`config.mk`:
```
export PLATFORM = sky130hd
export DESIGN_NAME = mrt_merge
export DESIGN_NICKNAME = d
export VERILOG_FILES = /design/src/mrt_pkg.sv /design/src/mrt_merge.sv
export SDC_FILE = /design/constraint.sdc
export NUM_CORES = 2
export LEC_CHECK = 0
export BUFFER_PORTS_ARGS = -buffer_cell sky130_fd_sc_hd__buf_4
export CORE_MARGIN = 2
export CORE_UTILIZATION = 25
export DETAILED_ROUTE_END_ITERATION = 10
export GPL_ROUTABILITY_DRIVEN = 1
export GPL_TIMING_DRIVEN = 0
export PLACE_DENSITY = 0.54
export SYNTH_ARGS = -nofsm -noshare
export SYNTH_HDL_FRONTEND = slang
export SYNTH_SLANG_ARGS = --single-unit
```
`constraint.sdc`:
```
create_clock -name clk -period 5.5 [get_ports clk]
set_input_delay 1.1 -clock clk [delete_from_list [all_inputs] [get_ports clk]]
set_output_delay 1.1 -clock clk [all_outputs]
set_load 0.005 [all_outputs]
```
`src/mrt_pkg.sv`:
```
// ----------------------------------------------------------------------------
// mrt_pkg
// Shared types and constants for the 4x4 matrix row transform unit.
// ----------------------------------------------------------------------------
`default_nettype none

package mrt_pkg;

    localparam int ELEM_W     = 32;
    localparam int ROW_LEN    = 4;
    localparam int NUM_PAIRS  = 8;
    localparam int PAIR_W     = 2 * ELEM_W;
    localparam int CFG_IDX_W  = $clog2(NUM_PAIRS);
    localparam int CFG_DATA_W = PAIR_W;
    localparam int PROD_W     = 2 * ELEM_W;
    localparam int PSUM_W     = PROD_W + 1;
    localparam int SUM_W      = PROD_W + 2;

    typedef struct packed {
        logic signed [ELEM_W-1:0] row_in_0;
        logic signed [ELEM_W-1:0] row_in_1;
        logic signed [ELEM_W-1:0] row_in_2;
        logic signed [ELEM_W-1:0] row_in_3;
    } row_in_t;

    typedef struct packed {
        logic signed [ELEM_W-1:0] row_out_0;
        logic signed [ELEM_W-1:0] row_out_1;
        logic signed [ELEM_W-1:0] row_out_2;
        logic signed [ELEM_W-1:0] row_out_3;
    } row_out_t;

    typedef logic [ROW_LEN-1:0][PROD_W-1:0] prod_vec_t;

    typedef struct packed {
        logic advance;
        logic valid;
    } mrt_ctrl_t;

endpackage

`default_nettype wire

```
`src/mrt_merge.sv`:
```
// ----------------------------------------------------------------------------
// mrt_merge
// Sums the lane products per column, floors by the fraction bits, saturates.
// ----------------------------------------------------------------------------
`default_nettype none

module mrt_merge
#(
    parameter int FRAC_BITS = 16
)
(
    input  wire logic                 clk,
    input  wire logic                 rst_n,
    input  wire mrt_pkg::mrt_ctrl_t   ctrl,
    input  wire mrt_pkg::prod_vec_t   lane_prod [mrt_pkg::ROW_LEN],
    output logic                      out_valid,
    output mrt_pkg::row_out_t         row_out
);

    localparam int HI_W = mrt_pkg::SUM_W - mrt_pkg::ELEM_W + 1;

    logic signed [mrt_pkg::PSUM_W-1:0] sum_a_reg  [mrt_pkg::ROW_LEN];
    logic signed [mrt_pkg::PSUM_W-1:0] sum_b_reg  [mrt_pkg::ROW_LEN];
    logic signed [mrt_pkg::PSUM_W-1:0] sum_a_next [mrt_pkg::ROW_LEN];
    logic signed [mrt_pkg::PSUM_W-1:0] sum_b_next [mrt_pkg::ROW_LEN];
    logic signed [mrt_pkg::SUM_W-1:0]  total      [mrt_pkg::ROW_LEN];
    logic signed [mrt_pkg::SUM_W-1:0]  shifted    [mrt_pkg::ROW_LEN];
    logic        [HI_W-1:0]            hi_bits    [mrt_pkg::ROW_LEN];
    logic        [mrt_pkg::ELEM_W-1:0] col_next   [mrt_pkg::ROW_LEN];
    logic        [mrt_pkg::ELEM_W-1:0] col_reg    [mrt_pkg::ROW_LEN];
    logic                              s2_valid_reg;
    logic                              out_valid_reg;

    always_comb
    begin
        for (int j = 0; j < mrt_pkg::ROW_LEN; j++)
        begin
            sum_a_next[j] = mrt_pkg::PSUM_W'($signed(lane_prod[0][j]))
                          + mrt_pkg::PSUM_W'($signed(lane_prod[1][j]));
            sum_b_next[j] = mrt_pkg::PSUM_W'($signed(lane_prod[2][j]))
                          + mrt_pkg::PSUM_W'($signed(lane_prod[3][j]));
        end
    end

    // floor shift, then clamp to the signed 32-bit range
    always_comb
    begin
        for (int j = 0; j < mrt_pkg::ROW_LEN; j++)
        begin
            total[j]   = mrt_pkg::SUM_W'(sum_a_reg[j]) + mrt_pkg::SUM_W'(sum_b_reg[j]);
            shifted[j] = total[j] >>> FRAC_BITS;
            hi_bits[j] = shifted[j][mrt_pkg::SUM_W-1:mrt_pkg::ELEM_W-1];
            if ((&hi_bits[j]) || !(|hi_bits[j]))
            begin
                col_next[j] = shifted[j][mrt_pkg::ELEM_W-1:0];
            end
            else if (shifted[j][mrt_pkg::SUM_W-1])
            begin
                col_next[j] = {1'b1, {(mrt_pkg::ELEM_W-1){1'b0}}};
            end
            else
            begin
                col_next[j] = {1'b0, {(mrt_pkg::ELEM_W-1){1'b1}}};
            end
        end
    end

    always_ff @(posedge clk)
    begin
        if (ctrl.advance)
        begin
            for (int j = 0; j < mrt_pkg::ROW_LEN; j++)
            begin
                sum_a_reg[j] <= sum_a_next[j];
                sum_b_reg[j] <= sum_b_next[j];
                col_reg[j]   <= col_next[j];
            end
        end
    end

    always_ff @(posedge clk or negedge rst_n)
    begin
        if (!rst_n)
        begin
            s2_valid_reg  <= 1'b0;
            out_valid_reg <= 1'b0;
        end
        else if (ctrl.advance)
        begin
            s2_valid_reg  <= ctrl.valid;
            out_valid_reg <= s2_valid_reg;
        end
    end

    assign out_valid         = out_valid_reg;
    assign row_out.row_out_0 = col_reg[0];
    assign row_out.row_out_1 = col_reg[1];
    assign row_out.row_out_2 = col_reg[2];
    assign row_out.row_out_3 = col_reg[3];

endmodule

`default_nettype wire

```
# Word-level counts from Yosys, hierarchy flattened
# Memories as Yosys holds them, arrays and structs flattened.
# Cells that the tools add are included.
# classes
n_addsub	12
n_mux	10
n_reduce_logical	16
# op_table
cell	count
$add 64x64->65	8
$add 65x65->66	4
$mux 32	8
$reduce_and 19->1	4
$reduce_or 19->1	4
$logic_not 1->1	4
$logic_or 1x1->1	4
$mux 1	2
# word_totals
regBits	2
ramBits	648
inputBits	1028
output_inout_bits	129
elab_cells	43
n_memories	3
# memory_table
name	words	word_bits	read_ports	rd_ports_with_merged_regs	write_ports	line_no	source
sum_a_reg	4	65	4	0	4	mrt_merge.sv:22	logic signed [mrt_pkg::PSUM_W-1:0] sum_a_reg [mrt_pkg::ROW_LEN];
sum_b_reg	4	65	4	0	4	mrt_merge.sv:23	logic signed [mrt_pkg::PSUM_W-1:0] sum_b_reg [mrt_pkg::ROW_LEN];
col_reg	4	32	4	0	4	mrt_merge.sv:30	logic [mrt_pkg::ELEM_W-1:0] col_reg [mrt_pkg::ROW_LEN];

# Logic depth before layout (Yosys ltp)
# depth
word_depth	5
mapped_depth	16
mapped_depth_nobuf	15

# Worst setup path before layout
# Ideal clock, no wire load.
# synth_path
path_type	input-to-reg
startpoint	in lane_prod[704] (netlist name)
endpoint	mem sum_a_reg[3][56] (netlist name), data pin
setup_ns	0.263
arrival_ns	4.495
slack_ns	0.742
path_stages	15
path_cell_list	ha_1 inv_1 fa_1 nor2b_1 or4_1 nand2_1 a211oi_1 o21ai_0 o41ai_1 a221oi_1 o21bai_1 a41oi_1 o31ai_1 a21boi_0 xnor2_1
# synth_lines
item	line_no	source
start: declaration	mrt_merge.sv:15	input wire mrt_pkg::prod_vec_t lane_prod [mrt_pkg::ROW_LEN],
end: declaration	mrt_merge.sv:22	

==> results.json <==
{
  "vias": 61800,
  "core_area_mm2": 0.256,
  "hold_violations": 0,
  "multi_input_area_mm2": 0.0431,
  "grt_pass1_wl_mm": 395,
  "setup_viol_count_final": 0,
  "critPathMaxStageDelay_ns": 0.60,
  "area.sequential_mm2": 0.0195,
  "cts_tree": "yes",
  "synth_seq_area_share_pct": 30.4,
  "clock.fmax_mhz": 186,
  "htreeDepth": 3,
  "fin_worst_skew_ns": 0.0517,
  "drt.antenna.violating_nets": 0,
  "drc": 0,
  "power.leakage_nw": 33.9,
  "timing.rr.start": "sum_a_reg[2][1]",
  "io_buffers": 1156,
  "place_area_mm2": 0.0773,
  "avgSynthCellArea_um2": 8.92,
  "top_level_ports": 1157,
  "grt_usage_pct": 20.0,
  "crit_type": "reg -> reg",
  "gr-total-overflow": 0,
  "fillers": 26900,
  "dominantRegCellSynth": "edfxtp_1",
  "met1_usage_pct": 23.9,
  "worstMarginPinSlew_ns": 1.27,
  "synth_cells": 7203,
  "use_met2_pct": 35.1,
  "async_reset_ff_share_pct": 0.308,
  "chipWidth_um": 511,
  "arrival_ns": 5.74,
  "crit_family": "compound AO/OA/AOI/OAI gates",
  "yosys_warnings": 0,
  "avgViaCountPerCell": 5.17,
  "clkSinkCount": 650,
  "clock_latency_ns": 0.73,
  "detail_route.iter0.violations": 4167,
  "startpoint_type": "flop",
  "power.density_mw_per_mm2": 327,
  "ff2ff_path_depth": 14,
  "clockBufferDepth": 3,
  "die_area_mm2": 0.261,
  "drv_cap": 0,
  "path_buf_inv": 1,
  "cpMaxStageDelayCell": "nor4b_1",
  "clkTransAtPathRegs_ns": 0.07,
  "finalNonFillerCells": 11900,
  "fin_crit_sh_pct": 97.7,
  "fp-row-count": 186,
  "slew_headroom_pct": 14.0,
  "numCtsBuffers": 83,
  "clockRootBuffer": "clkbuf_16",
  "ys_top_cells_by_count": "a21oi_1 (783), ha_1 (768), edfxtp_1 (648), nand2_1 (533), o21ai_0 (438)",
  "dp_hpwl_mm": 233,
  "synth_edf_count": 648,
  "wl_per_cell_um": 22.9,
  "area_delta_synth_final_pct": 25.5,
  "grt_antenna_before_repair": 55,
  "timing.rr.end": "col_reg[2][5]",
  "endpoint_kind": "flop",
  "rsz0062_at_grt": "false",
  "crit_chain": "ha_1 -> a31o_2 -> a211oi_1 -> o221ai_1 -> nand2_1 -> a21oi_1 -> a31oi_1 -> nor4b_1 -> o21ai_0 -> a21boi_0 -> o2111ai_2 -> o31ai_4 -> buf_2 -> o221ai_2",
  "synthesis.area_mm2": 0.0642,
  "synth_top_area_share_pct": 30.3,
  "cp_max_fo": 10,
  "hp-class": "in -> async",
  "slew_viol_final": 0,
  "drt-total-wl_mm": 273,
  "die_h_um": 511,
  "syn_nets": 9007,
  "outcome": "finished, final reports clean",
  "globalplace.congestion": 0.991,
  "ys_ff_latch": 650,
  "finalCriticalPeriod_ns": 5.38,
  "synth_top_cell_by_area": "edfxtp_1",
  "initial_utilization_pct": 25.1,
  "dp_cells": 11800,
  "ctsHoldBuffers": 0,
  "drt_pass1_iterations": 6,
  "top_usage_layer": "met2",
  "synth_most_common_cell": "a21oi_1",
  "fin_area_mm2": 0.0806,
  "grt_max_degree": 132,
  "ys_types": 99,
  "nNetsFinal": 10300,
  "reg2reg_setup_slack_ns": 0.12,
  "ir_drop_mv": 0.214,
  "use_met3_pct": 3.42,
  "grt_pass1_vias": 61200,
  "drive_gt1_share_pct": 17.6,
  "synth_area_leaders": "edfxtp_1 (30%), ha_1 (15%), a21oi_1 (6.1%), xnor2_1 (5.5%), a21o_1 (5.0%)",
  "critPathRequiredTime_ns": 5.87
}
==> where the power goes <==
part	switching [mW]	internal, mW	leakage, nW
combinational	8.27	5.15	26.2
clock	2.46	3.26	1.34
sequential	0.454	6.77	6.34
==> routing by layer <==
layer / wire length, µm / vias up / share of wire, %
li1: - / 30100 / -
met2: 133000 / 2001 / 49
met1: 113000 / 29300 / 41
met3: 15200 / 368 / 5.6
met5: 51 / - / 0.019
met4: 12300 / 8 / 4.5
==> final cells by class <==
type                            instances  share of cell area [%]
Inverter                              223                    1.04
Antenna cell                           33                   0.102
Multi-Input combinational cell       6068                    53.5
Clock buffer                           89                    2.60
Buffer                                261                    1.36
Timing Repair Buffer                 1168                    11.0
Sequential cell                       650                    24.2
Clock inverter                         65                   0.955
Tap cell                             3384                    5.25
==> how the worst max path moves through the flow <==
stage,to,cells after the start,from,slack (ns)
2_1_floorplan,sum_a_reg[3][56],15,lane_prod[704],0.74
3_3_place_gp,out_valid,2,ctrl[1],-2.64
3_5_place_dp,sum_b_reg[1][63],14,lane_prod[65],-1.01
4_1_cts,col_reg[1][14],18,sum_b_reg[1][27],0.002
5_1_grt,col_reg[3][20],15,sum_a_reg[3][13],0.003
6_report,col_reg[2][5],14,sum_a_reg[2][1],0.12
==> placed cells by master (no fill, tap or decap), drive strengths merged, types with 79 or more instances in the layout <==
cell type	n
o21a	99
xnor2	406
o21ai	471
nand3	257
xor2	213
inv	232
nand2b	79
a21oi	783
nor2b	94
nand4	139
o21bai	109
nor2	412
a21o	426
a31oi	95
nand2	533
clkbuf	312
ha	768
edfxtp	648
and3	117
buf	1206
nor3	113
==> cells by family after synthesis <==
| family | share of synthesized area, % |
|---|---|
| fa+ha+maj | 15.2 |
| xor+xnor | 8.44 |
| compound gates | 26.7 |
| simple gates | 16.1 |
| mux | 0.242 |
| buf+inv | 3.00 |
| flops | 30.4 |
==> per-stage QoR <==
stage | worst slack [ns] | TNS (ns) | util [%] | total power, mW | hold slack (ns)
after floorplan | 0.742 | 0 | - | 15.5 | 0.475
after global placement | -2.64 | -1663.28 | 30.1 | 20.5 | 0.487
after detailed placement | -1.01 | -49.20 | 30.2 | 20.5 | 0.494
after CTS | 0.00194 | 0 | 31.4 | 26.5 | 0.0413
after global routing | 0.00264 | 0 | 31.5 | 28.1 | 0.0764
final | 0.124 | 0 | 31.5 | 26.4 | 0.142
==> what timing repair did <==
item                       CTS  global route
pin swaps                    2             4
buffers inserted             3             1
setup endpoints to repair  130            98
resized for setup           37            31
Note: power is estimated with default switching activity, not from simulation.
